### src/sst_pkg.sv
// types, codes and constants shared by the stride scheduler slot table
`default_nettype none

package sst_pkg;

    localparam int KIND_W      = 3;
    localparam int SLOT_FIELD_W = 4;
    localparam int PRIO_W      = 8;
    localparam int STATUS_W    = 3;
    localparam int ID_W        = 32;
    localparam int LIMIT_W     = 16;
    localparam int NUMER_W     = 32;
    localparam int STRIDE_W    = 64;
    localparam int CNT_W       = 16;
    localparam int CFG_IDX_W   = 1;
    localparam int CFG_DATA_W  = 32;

    localparam int SLOTS_DEF   = 16;

    localparam logic [PRIO_W-1:0]  PRIO_RESET  = 8'd16;
    localparam logic [LIMIT_W-1:0] LIMIT_RESET = 16'd500;
    localparam logic [NUMER_W-1:0] NUMER_RESET = 32'd65536;
    localparam logic [ID_W-1:0]    ID_FIRST    = 32'd1;
    localparam logic [CNT_W-1:0]   CNT_MAX     = '1;

    localparam logic [KIND_W-1:0] KIND_ALLOC    = 3'd0;
    localparam logic [KIND_W-1:0] KIND_SCHEDULE = 3'd1;
    localparam logic [KIND_W-1:0] KIND_YIELD    = 3'd2;
    localparam logic [KIND_W-1:0] KIND_EXIT     = 3'd3;
    localparam logic [KIND_W-1:0] KIND_MKRUN    = 3'd4;
    localparam logic [KIND_W-1:0] KIND_SETPRIO  = 3'd5;

    localparam logic [STATUS_W-1:0] STATUS_OK         = 3'd0;
    localparam logic [STATUS_W-1:0] STATUS_NO_FREE    = 3'd1;
    localparam logic [STATUS_W-1:0] STATUS_NONE_RUN   = 3'd2;
    localparam logic [STATUS_W-1:0] STATUS_KILLED     = 3'd3;
    localparam logic [STATUS_W-1:0] STATUS_NO_RUNNING = 3'd4;

    localparam logic [CFG_IDX_W-1:0] CFG_RUN_LIMIT  = 1'd0;
    localparam logic [CFG_IDX_W-1:0] CFG_STRIDE_NUM = 1'd1;

    typedef enum logic [1:0] {
        ST_FREE     = 2'd0,
        ST_USED     = 2'd1,
        ST_RUNNABLE = 2'd2,
        ST_RUNNING  = 2'd3
    } t_slot_st;

    typedef struct packed {
        logic [KIND_W-1:0]       kind;
        logic [SLOT_FIELD_W-1:0] slot;
        logic [PRIO_W-1:0]       new_priority;
    } t_req;

    typedef struct packed {
        logic [STATUS_W-1:0]     status;
        logic [SLOT_FIELD_W-1:0] chosen_slot;
        logic [ID_W-1:0]         task_id;
    } t_rsp;

    typedef struct packed {
        logic [CNT_W-1:0]    dispatches;
        logic [STRIDE_W-1:0] stride;
    } t_row;

endpackage

`default_nettype wire

### src/stride_scheduler_slot_table.sv
// stride scheduler slot table: slot state, scan sequencer and serial divider
//
//  channel   direction  handshake                  payload
//  in        input      i_in_valid / o_in_ready    i_in  (sst_pkg::t_req)
//  out       output     o_out_valid / i_out_ready  o_out (sst_pkg::t_rsp)
//  cfg       input      i_cfg_valid / o_cfg_ready  i_cfg_index, i_cfg_data
//
//  one transaction at a time; allocate checks the slots in order until a free one, one slot per cycle
//  schedule reads one slot per cycle, then on a dispatch runs a 32-step divider;
//  it ends without the divider when nothing is runnable or on a kill
//  the other kinds answer directly or after one id memory read
//  reset clears control state and per-slot valid bits at once, no clearing pass
//  a result waits in the output register until taken; cfg writes are always taken
`default_nettype none

module stride_scheduler_slot_table #(
    parameter int SLOTS = sst_pkg::SLOTS_DEF
) (
    input  wire                                i_clk,
    input  wire                                i_rst_n,
    input  wire                                i_in_valid,
    output logic                               o_in_ready,
    input  wire sst_pkg::t_req                 i_in,
    output logic                               o_out_valid,
    input  wire                                i_out_ready,
    output sst_pkg::t_rsp                      o_out,
    input  wire                                i_cfg_valid,
    output logic                               o_cfg_ready,
    input  wire [sst_pkg::CFG_IDX_W-1:0]       i_cfg_index,
    input  wire [sst_pkg::CFG_DATA_W-1:0]      i_cfg_data
);

    localparam int SLOT_W = $clog2(SLOTS);
    localparam int CMP_W  = (SLOT_W + 1 > sst_pkg::SLOT_FIELD_W) ?
                            SLOT_W + 1 : sst_pkg::SLOT_FIELD_W;
    localparam int DIV_CNT_W = $clog2(sst_pkg::NUMER_W);
    localparam logic [SLOT_W-1:0] LAST = SLOT_W'(SLOTS - 1);
    localparam logic [DIV_CNT_W-1:0] DIV_LAST = DIV_CNT_W'(sst_pkg::NUMER_W - 1);

    typedef enum logic [9:0] {
        S_IDLE      = 10'b0000000001,
        S_ALLOC     = 10'b0000000010,
        S_SCAN      = 10'b0000000100,
        S_SCAN_LAST = 10'b0000001000,
        S_PICK      = 10'b0000010000,
        S_COUNT     = 10'b0000100000,
        S_DIV       = 10'b0001000000,
        S_ADD       = 10'b0010000000,
        S_ID        = 10'b0100000000,
        S_OUT       = 10'b1000000000
    } t_fsm;

    // control state
    t_fsm                            r_fsm, n_fsm;
    logic                            r_out_vld, n_out_vld;
    logic                            r_run_vld, n_run_vld;
    logic [SLOT_W-1:0]               r_run_slot, n_run_slot;
    logic [sst_pkg::ID_W-1:0]        r_next_id, n_next_id;
    logic [sst_pkg::LIMIT_W-1:0]     r_run_limit;
    logic [sst_pkg::NUMER_W-1:0]     r_numer;
    sst_pkg::t_slot_st               r_state [SLOTS];
    logic [SLOTS-1:0]                r_row_vld;
    logic [SLOTS-1:0]                r_pri_vld;

    // datapath registers
    sst_pkg::t_rsp                   r_res, n_res;
    logic [SLOT_W-1:0]               r_idx, n_idx;
    logic                            r_pend, n_pend;
    logic [SLOT_W-1:0]               r_cmp_idx, n_cmp_idx;
    logic                            r_found, n_found;
    logic [SLOT_W-1:0]               r_best, n_best;
    logic [sst_pkg::STRIDE_W-1:0]    r_best_stride, n_best_stride;
    logic [sst_pkg::CNT_W-1:0]       r_cnt, n_cnt;
    logic [sst_pkg::STRIDE_W-1:0]    r_stride, n_stride;
    logic [sst_pkg::PRIO_W-1:0]      r_dvs, n_dvs;
    logic [sst_pkg::PRIO_W-1:0]      r_rem, n_rem;
    logic [sst_pkg::NUMER_W-1:0]     r_quo, n_quo;
    logic [DIV_CNT_W-1:0]            r_div_cnt, n_div_cnt;

    // memories and their registered read data
    sst_pkg::t_row                   r_row_mem [SLOTS];
    logic [sst_pkg::PRIO_W-1:0]      r_pri_mem [SLOTS];
    logic [sst_pkg::ID_W-1:0]        r_id_mem  [SLOTS];
    sst_pkg::t_row                   r_row_rd;
    logic [sst_pkg::PRIO_W-1:0]      r_pri_rd;
    logic [sst_pkg::ID_W-1:0]        r_id_rd;
    sst_pkg::t_slot_st               r_st_rd;

    logic [SLOT_W-1:0]               w_addr;
    logic                            w_row_we;
    logic [SLOT_W-1:0]               w_row_wa;
    sst_pkg::t_row                   w_row_wd;
    logic                            w_pri_we;
    logic [SLOT_W-1:0]               w_pri_wa;
    logic                            w_id_we;
    logic [SLOT_W-1:0]               w_id_wa;
    logic                            w_st_we;
    logic [SLOT_W-1:0]               w_st_wa;
    sst_pkg::t_slot_st               w_st_wd;

    logic                            w_in_acc;
    logic                            w_in_range;
    logic [SLOT_W-1:0]               w_in_idx;
    logic [sst_pkg::CNT_W-1:0]       w_cnt_new;
    logic [sst_pkg::PRIO_W:0]        w_trial;
    logic                            w_qbit;
    logic [SLOTS-1:0]                w_is_run;

    assign o_in_ready  = (r_fsm == S_IDLE);
    assign o_out_valid = r_out_vld;
    assign o_out       = r_res;
    assign o_cfg_ready = 1'b1;

    assign w_in_acc   = i_in_valid && o_in_ready;
    assign w_in_range = CMP_W'(i_in.slot) < CMP_W'(SLOTS);
    assign w_in_idx   = SLOT_W'(i_in.slot);
    assign w_cnt_new  = (r_row_rd.dispatches == sst_pkg::CNT_MAX) ?
                        r_row_rd.dispatches : r_row_rd.dispatches + 1'b1;
    assign w_trial    = {r_rem, r_quo[sst_pkg::NUMER_W-1]};
    assign w_qbit     = (w_trial >= {1'b0, r_dvs});

    always_comb begin
        for (int i = 0; i < SLOTS; i++) begin
            w_is_run[i] = (r_state[i] == sst_pkg::ST_RUNNING);
        end
    end

    always_comb begin
        n_fsm         = r_fsm;
        n_out_vld     = r_out_vld;
        n_run_vld     = r_run_vld;
        n_run_slot    = r_run_slot;
        n_next_id     = r_next_id;
        n_res         = r_res;
        n_idx         = r_idx;
        n_pend        = r_pend;
        n_cmp_idx     = r_cmp_idx;
        n_found       = r_found;
        n_best        = r_best;
        n_best_stride = r_best_stride;
        n_cnt         = r_cnt;
        n_stride      = r_stride;
        n_dvs         = r_dvs;
        n_rem         = r_rem;
        n_quo         = r_quo;
        n_div_cnt     = r_div_cnt;
        w_addr        = r_best;
        w_row_we      = 1'b0;
        w_row_wa      = r_best;
        w_row_wd      = '{dispatches: w_cnt_new, stride: r_row_rd.stride};
        w_pri_we      = 1'b0;
        w_pri_wa      = w_in_idx;
        w_id_we       = 1'b0;
        w_id_wa       = r_idx;
        w_st_we       = 1'b0;
        w_st_wa       = r_best;
        w_st_wd       = sst_pkg::ST_FREE;

        // running minimum over the slot reads
        if ((r_fsm == S_SCAN || r_fsm == S_SCAN_LAST) && r_pend) begin
            if (r_st_rd == sst_pkg::ST_RUNNABLE &&
                (!r_found || r_row_rd.stride < r_best_stride)) begin
                n_found       = 1'b1;
                n_best        = r_cmp_idx;
                n_best_stride = r_row_rd.stride;
            end
        end

        unique case (r_fsm)
            S_IDLE: begin
                w_addr = w_in_idx;
                if (w_in_acc) begin
                    n_res = '{status: sst_pkg::STATUS_OK, chosen_slot: '0, task_id: '0};
                    unique case (i_in.kind)
                        sst_pkg::KIND_ALLOC: begin
                            n_idx = '0;
                            n_fsm = S_ALLOC;
                        end
                        sst_pkg::KIND_SCHEDULE: begin
                            if (r_run_vld) begin
                                w_st_we = 1'b1;
                                w_st_wa = r_run_slot;
                                w_st_wd = sst_pkg::ST_RUNNABLE;
                            end
                            n_run_vld = 1'b0;
                            n_idx     = '0;
                            n_pend    = 1'b0;
                            n_found   = 1'b0;
                            n_fsm     = S_SCAN;
                        end
                        sst_pkg::KIND_YIELD, sst_pkg::KIND_EXIT: begin
                            if (!r_run_vld) begin
                                n_res.status = sst_pkg::STATUS_NO_RUNNING;
                                n_out_vld    = 1'b1;
                                n_fsm        = S_OUT;
                            end else begin
                                w_addr    = r_run_slot;
                                w_st_we   = 1'b1;
                                w_st_wa   = r_run_slot;
                                w_st_wd   = (i_in.kind == sst_pkg::KIND_YIELD) ?
                                            sst_pkg::ST_RUNNABLE : sst_pkg::ST_FREE;
                                n_run_vld = 1'b0;
                                n_res.chosen_slot = sst_pkg::SLOT_FIELD_W'(r_run_slot);
                                n_fsm     = S_ID;
                            end
                        end
                        sst_pkg::KIND_MKRUN, sst_pkg::KIND_SETPRIO: begin
                            n_res.chosen_slot = i_in.slot;
                            if (!w_in_range) begin
                                n_out_vld = 1'b1;
                                n_fsm     = S_OUT;
                            end else begin
                                if (i_in.kind == sst_pkg::KIND_MKRUN) begin
                                    if (r_state[w_in_idx] == sst_pkg::ST_USED) begin
                                        w_st_we = 1'b1;
                                        w_st_wa = w_in_idx;
                                        w_st_wd = sst_pkg::ST_RUNNABLE;
                                    end
                                end else begin
                                    w_pri_we = (i_in.new_priority != '0);
                                end
                                n_fsm = S_ID;
                            end
                        end
                        default: begin
                            n_out_vld = 1'b1;
                            n_fsm     = S_OUT;
                        end
                    endcase
                end
            end
            S_ALLOC: begin
                if (r_state[r_idx] == sst_pkg::ST_FREE) begin
                    w_id_we   = 1'b1;
                    w_st_we   = 1'b1;
                    w_st_wa   = r_idx;
                    w_st_wd   = sst_pkg::ST_USED;
                    n_next_id = r_next_id + 1'b1;
                    n_res     = '{status: sst_pkg::STATUS_OK,
                                  chosen_slot: sst_pkg::SLOT_FIELD_W'(r_idx),
                                  task_id: r_next_id};
                    n_out_vld = 1'b1;
                    n_fsm     = S_OUT;
                end else if (r_idx == LAST) begin
                    n_res.status = sst_pkg::STATUS_NO_FREE;
                    n_out_vld    = 1'b1;
                    n_fsm        = S_OUT;
                end else begin
                    n_idx = r_idx + 1'b1;
                end
            end
            S_SCAN: begin
                w_addr    = r_idx;
                n_pend    = 1'b1;
                n_cmp_idx = r_idx;
                if (r_idx == LAST) begin
                    n_fsm = S_SCAN_LAST;
                end else begin
                    n_idx = r_idx + 1'b1;
                end
            end
            S_SCAN_LAST: begin
                n_pend = 1'b0;
                if (n_found) begin
                    n_fsm = S_PICK;
                end else begin
                    n_res.status = sst_pkg::STATUS_NONE_RUN;
                    n_out_vld    = 1'b1;
                    n_fsm        = S_OUT;
                end
            end
            S_PICK: begin
                n_fsm = S_COUNT;
            end
            S_COUNT: begin
                n_res.chosen_slot = sst_pkg::SLOT_FIELD_W'(r_best);
                n_res.task_id     = r_id_rd;
                if (w_cnt_new > r_run_limit) begin
                    w_row_we     = 1'b1;
                    w_st_we      = 1'b1;
                    w_st_wd      = sst_pkg::ST_FREE;
                    n_res.status = sst_pkg::STATUS_KILLED;
                    n_out_vld    = 1'b1;
                    n_fsm        = S_OUT;
                end else begin
                    n_cnt     = w_cnt_new;
                    n_stride  = r_row_rd.stride;
                    n_dvs     = r_pri_rd;
                    n_rem     = '0;
                    n_quo     = r_numer;
                    n_div_cnt = DIV_LAST;
                    n_fsm     = S_DIV;
                end
            end
            S_DIV: begin
                // restoring division, one quotient bit per cycle
                n_rem = w_qbit ? sst_pkg::PRIO_W'(w_trial - {1'b0, r_dvs}) :
                                 w_trial[sst_pkg::PRIO_W-1:0];
                n_quo = {r_quo[sst_pkg::NUMER_W-2:0], w_qbit};
                if (r_div_cnt == '0) begin
                    n_fsm = S_ADD;
                end else begin
                    n_div_cnt = r_div_cnt - 1'b1;
                end
            end
            S_ADD: begin
                w_row_we     = 1'b1;
                w_row_wd     = '{dispatches: r_cnt,
                                 stride: r_stride + sst_pkg::STRIDE_W'(r_quo)};
                w_st_we      = 1'b1;
                w_st_wd      = sst_pkg::ST_RUNNING;
                n_run_vld    = 1'b1;
                n_run_slot   = r_best;
                n_res.status = sst_pkg::STATUS_OK;
                n_out_vld    = 1'b1;
                n_fsm        = S_OUT;
            end
            S_ID: begin
                n_res.task_id = r_id_rd;
                n_out_vld     = 1'b1;
                n_fsm         = S_OUT;
            end
            S_OUT: begin
                if (i_out_ready) begin
                    n_out_vld = 1'b0;
                    n_fsm     = S_IDLE;
                end
            end
            default: begin
                n_fsm = S_IDLE;
            end
        endcase
    end

    always_ff @(posedge i_clk) begin
        if (!i_rst_n) begin
            r_fsm       <= S_IDLE;
            r_out_vld   <= 1'b0;
            r_run_vld   <= 1'b0;
            r_next_id   <= sst_pkg::ID_FIRST;
            r_run_limit <= sst_pkg::LIMIT_RESET;
            r_numer     <= sst_pkg::NUMER_RESET;
            r_row_vld   <= '0;
            r_pri_vld   <= '0;
            for (int i = 0; i < SLOTS; i++) begin
                r_state[i] <= sst_pkg::ST_FREE;
            end
        end else begin
            r_fsm     <= n_fsm;
            r_out_vld <= n_out_vld;
            r_run_vld <= n_run_vld;
            r_next_id <= n_next_id;
            if (i_cfg_valid && o_cfg_ready) begin
                if (i_cfg_index == sst_pkg::CFG_RUN_LIMIT) begin
                    r_run_limit <= i_cfg_data[sst_pkg::LIMIT_W-1:0];
                end else if (i_cfg_index == sst_pkg::CFG_STRIDE_NUM) begin
                    r_numer <= i_cfg_data[sst_pkg::NUMER_W-1:0];
                end
            end
            if (w_row_we) begin
                r_row_vld[w_row_wa] <= 1'b1;
            end
            if (w_pri_we) begin
                r_pri_vld[w_pri_wa] <= 1'b1;
            end
            if (w_st_we) begin
                r_state[w_st_wa] <= w_st_wd;
            end
        end
    end

    always_ff @(posedge i_clk) begin
        r_run_slot    <= n_run_slot;
        r_res         <= n_res;
        r_idx         <= n_idx;
        r_pend        <= n_pend;
        r_cmp_idx     <= n_cmp_idx;
        r_found       <= n_found;
        r_best        <= n_best;
        r_best_stride <= n_best_stride;
        r_cnt         <= n_cnt;
        r_stride      <= n_stride;
        r_dvs         <= n_dvs;
        r_rem         <= n_rem;
        r_quo         <= n_quo;
        r_div_cnt     <= n_div_cnt;
    end

    // slot memories
    always_ff @(posedge i_clk) begin
        if (w_row_we) begin
            r_row_mem[w_row_wa] <= w_row_wd;
        end
        r_row_rd <= r_row_vld[w_addr] ? r_row_mem[w_addr] : '0;
    end

    always_ff @(posedge i_clk) begin
        if (w_pri_we) begin
            r_pri_mem[w_pri_wa] <= i_in.new_priority;
        end
        r_pri_rd <= r_pri_vld[w_addr] ? r_pri_mem[w_addr] : sst_pkg::PRIO_RESET;
    end

    always_ff @(posedge i_clk) begin
        if (w_id_we) begin
            r_id_mem[w_id_wa] <= r_next_id;
        end
        r_id_rd <= r_id_mem[w_addr];
    end

    always_ff @(posedge i_clk) begin
        r_st_rd <= r_state[w_addr];
    end

    a_run_slot_state: assert property (@(posedge i_clk) disable iff (!i_rst_n)
        r_run_vld |-> (r_state[r_run_slot] == sst_pkg::ST_RUNNING))
        else $error("running slot not in running state");

    a_one_running: assert property (@(posedge i_clk) disable iff (!i_rst_n)
        $countones(w_is_run) <= 1)
        else $error("more than one slot running");

    a_ready_excl_out: assert property (@(posedge i_clk) disable iff (!i_rst_n)
        o_in_ready |-> !o_out_valid)
        else $error("input ready while a result is pending");

    a_busy_after_acc: assert property (@(posedge i_clk) disable iff (!i_rst_n)
        (i_in_valid && o_in_ready) |=> !o_in_ready)
        else $error("ready right after an accepted transaction");

    a_out_in_state: assert property (@(posedge i_clk) disable iff (!i_rst_n)
        r_out_vld |-> (r_fsm == S_OUT))
        else $error("result valid outside output state");

endmodule

`default_nettype wire
### config.mk
export PLATFORM = sky130hd
export DESIGN_NAME = stride_scheduler_slot_table
export DESIGN_NICKNAME = d
export VERILOG_FILES = /design/src/sst_pkg.sv /design/src/stride_scheduler_slot_table.sv
export SDC_FILE = /design/constraint.sdc
export NUM_CORES = 2
export LEC_CHECK = 0
export BUFFER_PORTS_ARGS = -buffer_cell sky130_fd_sc_hd__buf_2
export CORE_MARGIN = 2
export CORE_UTILIZATION = 45
export CTS_CLUSTER_SIZE = 12
export DETAILED_ROUTE_END_ITERATION = 8
export HOLD_SLACK_MARGIN = 0.05
export PLACE_DENSITY = 0.67
export SETUP_SLACK_MARGIN = 0.05
export SLEW_MARGIN = 15
export SYNTH_ARGS = -nofsm -noshare
export SYNTH_HDL_FRONTEND = slang
export SYNTH_SLANG_ARGS = --single-unit
### constraint.sdc
create_clock -name i_clk -period 9.35 [get_ports i_clk]
set_clock_uncertainty 0.05 [all_clocks]
set_input_delay 1.87 -clock i_clk [delete_from_list [all_inputs] [get_ports i_clk]]
set_output_delay 1.87 -clock i_clk [all_outputs]
set_load 0.05 [all_outputs]
Word level (Yosys, flattened, before mapping):

Memories as Yosys holds them, arrays and structs flattened. A register that Yosys moved wholly into a read port is not among the register bits.
Index checks and enable logic that the tools add are counted.

* equality and inequality tests: 35
* $add $sub $neg: 6
* multiplexer cells: 115
* bitwise gates (word level): 4
* reductions and logical operators: 45
* magnitude comparators: 8

Operator list (number)
* 32-bit case mux with 3 select lines: 1
* 10-bit two-way mux: 9
* 10-bit case mux with 9 select lines: 1
* 80-bit two-way mux: 1
* 64-bit by 32-bit adder with 64-bit output: 1
* 64-bit < comparator: 1
* 32-bit case mux with 2 select lines: 1
* 4-bit two-way mux: 15
* 1-bit two-way mux: 43
* 10-bit case mux with 4 select lines: 1
* 39-bit two-way mux: 1
* 36-bit two-way mux: 1
* 32-bit by 1-bit adder with 32-bit output, second input constant: 1
* 32-bit two-way mux: 1
* 16-bit bitwise OR: 2
* 4-bit case mux with 2 select lines: 4
* 4-bit case mux with 3 select lines: 2
* 2-bit != test, second input constant: 11
* 3-bit two-way mux: 6
* 16-bit by 1-bit adder with 16-bit output, second input constant: 1
* 16-bit equality test, second input constant: 1
* 16-bit > comparator: 1
* 16-bit two-way mux: 1
* 8-bit two-way mux: 2
* 56 further kinds: 104

* output and inout port bits: 42
* memories: 4
* bits in registers: 378
* bits of input ports: 53
* RAM bits: 1952
* logic and storage cells: 241

Memories
* r_row_mem: words 16, width 80, rd ports 1, clocked after memory_dff 1, wr ports 1, line stride_scheduler_slot_table.sv:81 `sst_pkg::t_row r_row_mem [SLOTS];`
* r_id_mem: words 16, width 32, rd ports 1, clocked after memory_dff 1, wr ports 1, line stride_scheduler_slot_table.sv:83 `logic [sst_pkg::ID_W-1:0] r_id_mem [SLOTS];`
* r_pri_mem: words 16, width 8, rd ports 1, clocked after memory_dff 1, wr ports 1, line stride_scheduler_slot_table.sv:82 `logic [sst_pkg::PRIO_W-1:0] r_pri_mem [SLOTS];`
* r_state: words 16, width 2, rd ports 3, clocked after memory_dff 2, wr ports 16, line stride_scheduler_slot_table.sv:61 `sst_pkg::t_slot_st r_state [SLOTS];`

Logic depth before layout (Yosys ltp):

An unclocked memory read counts as a cell.

* depth in word-level cells: 12
* gate-level depth with buffers: 20

Worst setup path before layout:

OpenSTA, ideal clock, no wires.

* kind: register to register
* start point: reg r_row_rd[68] (netlist name)
* end point: mem r_row_mem[0][0] in the netlist's numbering (enable)
* path buffers: 0
* clock period less this slack: 9.236 ns
* data required time: 8.681 ns
* path slack: 0.114 ns
* data arrival time: 8.567 ns
* cell stages (with the launch flop): 19
* path through: dfxtp_1 nand3_1 nor3_1 nand3_1 nor2_1 and3_1 and2_1 nor2_1 and2_1 xor2_1 ha_1 nand4_1 nor2_1 nand2_1 a21oi_1 o21ai_0 or2_2 a211o_1 nor3_1

* longest elaborated chain between the ends: 7
* elaborated cells on any way between the ends: 8
* those cells by class: add/sub: 1; order compare: 1; eq/ne: 1; mux: 5

Ends and longest elaborated chain
* 16-bit by 1-bit adder with 16-bit output or 16-bit equality test (tied branches): line stride_scheduler_slot_table.sv:118, stride_scheduler_slot_table.sv:117
* 16-bit two-way mux (*): line stride_scheduler_slot_table.sv:117 `assign w_cnt_new = (r_row_rd.dispatches == sst_pkg::CNT_MAX) ?`
* net w_cnt_new (one bit): line stride_scheduler_slot_table.sv:104 `logic [sst_pkg::CNT_W-1:0] w_cnt_new;`
* 16-bit > comparator (*): line stride_scheduler_slot_table.sv:278 `if (w_cnt_new > r_run_limit) begin`
* 1-bit two-way mux (*): line stride_scheduler_slot_table.sv:278
* 1-bit case mux with 2 select lines (*): line stride_scheduler_slot_table.sv:169 `unique case (r_fsm)`
* 1-bit two-way mux (*): line stride_scheduler_slot_table.sv:391 `if (w_row_we) begin`
* 1-bit two-way mux (implied by the code) (*): line stride_scheduler_slot_table.sv:392 `r_row_mem[w_row_wa] <= w_row_wd;`
* end, declared: line stride_scheduler_slot_table.sv:81

Mark *: on every way through the listed nets, which the timed path passes. The rest lies on a longest branch.

Worst setup path after layout:

* start point: reg r_row_rd[68] (netlist name)
* end point: mem r_row_mem[6][18] in the netlist's numbering (enable)

* longest elaborated chain between the ends: 7
* elaborated cells on any way between the ends: 8
* those cells by class: add/sub: 1; order compare: 1; eq/ne: 1; mux: 5

Ends and longest elaborated chain (line)
* 16-bit by 1-bit adder with 16-bit output or 16-bit equality test (tied branches): stride_scheduler_slot_table.sv:118, stride_scheduler_slot_table.sv:117
* 16-bit two-way mux (*): stride_scheduler_slot_table.sv:117
* net w_cnt_new (one bit): stride_scheduler_slot_table.sv:104
* 16-bit > comparator (*): stride_scheduler_slot_table.sv:278
* 1-bit two-way mux (*): stride_scheduler_slot_table.sv:278
* 1-bit case mux with 2 select lines (*): stride_scheduler_slot_table.sv:169
* 1-bit two-way mux (*): stride_scheduler_slot_table.sv:391
* 1-bit two-way mux (implied by the code) (*): stride_scheduler_slot_table.sv:392

Marks and branches as above.

==> flow_summary.json <==
{
  "run_status": "complete, no violations",
  "io_pins": 95,
  "drc_errors": 0,
  "total_power_mw": 29.66,
  "hold_start": "r_cmp_idx[2]",
  "die_area_um2": 228200,
  "ys_warn_count": 0,
  "start_kind": "flip-flop",
  "cts_buffer_depth": 4,
  "synth.top_cell.area_share_pct": 65.56,
  "hold_viol_final": 0,
  "fin_util_pct": 50.86,
  "cts.repair.resized": 0,
  "path_clk_slew_ns": 0.06,
  "hold_class": "reg -> reg",
  "start_util_pct": 45.34,
  "grt_pass1_vias": 61190,
  "yosysTopAreaCell": "edfxtp_1",
  "dr.pass1.iters": 6,
  "rsz0062_at_grt": "no",
  "syn_inst": 7432,
  "hold_depth": 0,
  "portBuffers": 93,
  "reg2regPathDepth": 19,
  "reg2reg_to": "r_row_mem[6][18]",
  "chipWidth_um": 477.8,
  "clock_latency_ns": 0.94,
  "critPathSlowestCell": "nor2_4",
  "multi_input_area_um2": 27390,
  "p_per_area_nw_per_um2": 261.8,
  "wire_per_inst_um": 24.39,
  "area_delta_synth_final_pct": 12.17,
  "drt_iter0_markers": 7697,
  "holdPathEnd": "r_best[2]",
  "grt_pass1_wl_um": 388800,
  "synth_flop_cell": "edfxtp_1",
  "detailroute.via_count": 62950,
  "cap_viol_max_count": 0,
  "ys_seq_elements": 2456,
  "ant_nets": 0,
  "layout_common_cells": "2205 x edfxtp_1, 1476 x nand2_1, 589 x nand3_1, 413 x mux2i_1, 285 x clkbuf_16",
  "synth_edf_count": 2205,
  "post_cts_buffers": 0,
  "synth_seq_area_share_pct": 70.53,
  "die_h_um": 477.8,
  "synth_fp_nets": 7613,
  "worst_r2r_startpoint": "r_row_rd[68]",
  "routed_wl_um": 261200,
  "path_cells": "nand3_1 > nor3_1 > nand3_1 > nor2_1 > nand4_1 > nand2b_1 > nor2_1 > xor2_1 > ha_1 > nand2_1 > o21ai_0 > nor2_1 > a21oi_1 > o21ai_0 > or2_2 > nand2_1 > nand3b_1 > nor2_4 > buf_12",
  "core_area_um2": 222700,
  "postCtsHoldBufs": 0,
  "power.leakage_nw": 40.22,
  "crit_required_ns": 9.83,
  "fmax_mhz": 152.2,
  "via_per_inst": 5.877,
  "drive_gt1_share_pct": 11.25,
  "antenna_found_initial": 13,
  "worst_slew_pin_slew_ns": 1.209,
  "seq_area_um2": 71240,
  "grt-ovfl-total": 0,
  "layout_commonest_cell": "edfxtp_1",
  "cpPeakStageDelay_ns": 1.02,
  "ir_drop_mv": 0.1895,
  "netlist_area_um2": 101000,
  "period_minus_slack_ns": 6.568,
  "cts_tree": "yes",
  "fin_nets": 7710,
  "path_max_fanout": 57,
  "r2r_slack_ns": 2.78,
  "synth_async_sr_flop_share_pct": 0,
  "finalCritPeriodShare_pct": 70.25,
  "fin_setup_tns_ns": 0,
  "criticalPathCategory": "reg -> reg",
  "htreeDepth": 5,
  "place.gp.congestion": 0.8622,
  "relSlewSlack_pct": 19.43,
  "yosys-top-cells-area": "edfxtp_1 66%, nand2_1 5.5%, dfxtp_1 5.0%, mux2i_1 4.1%, nand3_1 2.9%",
  "cts_buffers": 278,
  "clkSinkCount": 2456,
  "cp_common_cell": "nor2_1",
  "dp_hpwl_um": 137800,
  "num_rows": 173,
  "grt_max_degree": 198,
  "finalMaxSlewViolations": 0,
  "cts_root_buf": "clkbuf_16",
  "nFillCells": 18300,
  "synthDistinctLibCells": 86,
  "cp.arrival_ns": 7.05,
  "avgSynthCellArea_um2": 13.59,
  "end_kind": "flip-flop",
  "setup_viol": 0,
  "grtUsageTotal_pct": 22.32
}
==> metal layers <==
layer	up-vias	share of wire, %	track usage, %
met3	450	8.7	3.840
met2	2762	46	34.72
li1	28060	-	-
met1	31660	43	32.32
met5	-	0.017	0
met4	8	2.4	6.208
==> flip-flops by register name (all words and copies together) (netlist names), 5 cells and up, named ones only <==
register	count
r_row_rd	80
r_pri_mem	128
r_id_mem	512
r_quo	32
r_numer	32
r_state	32
r_div_cnt	5
r_next_id	32
r_dvs	8
r_cnt	16
r_stride	64
r_run_limit	16
r_row_mem	1280
r_pri_vld	16
r_rem	8
r_fsm	10
r_best_stride	64
o_out	39
r_row_vld	16
r_pri_rd	8
r_id_rd	32
==> stage by stage <==
stage | instance area [um2] | cells | worst slack [ns] | hold slack, ns
after global routing | 113300 | 10710 | 2.460 | 0.3829
after detailed placement | 104800 | 10220 | 2.941 | 0.3561
after global placement | 104800 | 10220 | 2.806 | 0.3515
after CTS | 113300 | 10700 | 2.884 | 0.3714
after floorplan | 101000 | 7432 | 0.1141 | 0.3355
final | 113300 | 10710 | 2.782 | 0.3730
==> how the worst max path moves through the flow <==
stage / from / endpoint / slack, ns / cells after the start
global route: r_row_rd[68] / r_row_mem[6][10] / 2.46 / 19
detailed placement: r_row_rd[68] / r_row_mem[6][10] / 2.94 / 19
finish: r_row_rd[68] / r_row_mem[6][18] / 2.78 / 19
global placement: r_row_rd[68] / r_row_mem[6][10] / 2.81 / 19
floorplan: r_row_rd[68] / r_row_mem[0][0] / 0.11 / 18
CTS: r_row_rd[68] / r_row_mem[6][8] / 2.88 / 19
==> cells by family after synthesis <==
kind of cell | Yosys count | share of synthesized area, %
xor+xnor | 101 | 0.8759
other cells | 1 | 0.003713
flops | 2456 | 70.53
compound gates | 1126 | 8.543
simple gates | 2615 | 11.37
mux | 432 | 4.416
buf+inv | 573 | 2.659
fa+ha+maj | 128 | 1.601
==> critical path, delay by kind of cell (launching register included) <==
family | cells | cell delay [ns]
xor+xnor | 1 | 0.19
buf+inv | 1 | 0.49
simple gates | 13 | 3.88
fa+ha+maj | 1 | 0.32
compound gates | 3 | 0.79
flops | 1 | 0.40
==> cell usage after synthesis, types with 16 or more instances <==
cell	number
clkbuf_1	219
nand2_1	1478
nor3_1	55
xor2_1	23
dfxtp_1	251
nand3_1	591
nor4_1	16
edfxtp_1	2205
ha_1	126
mux2i_1	413
xnor2_1	78
a311oi_1	57
nor2b_1	22
nor2_1	194
nand2b_1	30
a22oi_1	89
buf_6	26
o21ai_1	93
buf_1	42
a221oi_1	82
a22o_1	27
a21o_1	32
a221oi_2	80
a21boi_0	54
o21a_1	46
a32oi_1	81
a21oi_1	139
buf_2	126
inv_1	129
o21ai_0	130
and2_1	43
buf_4	17
nand4_1	33
and3_1	86
a31oi_1	48
a21oi_2	82
==> area by class of cell <==
cell class,count,area share [%]
well taps,2975,3.286
clock inverters,55,0.3932
inverters,131,0.4363
multi-input cells,4403,24.18
clock buffers,423,7.035
repair buffers,259,1.767
flip-flops and latches,2456,62.88
diodes,9,0.01988
==> power breakdown <==
| group | total, mW | internal [mW] | switching, mW |
|---|---|---|---|
| logic | 5.96 | 1.83 | 4.13 |
| registers | 13.5 | 13.2 | 0.371 |
| clock network | 10.2 | 6.02 | 4.15 |
Note: power is estimated with default switching activity, not from simulation.
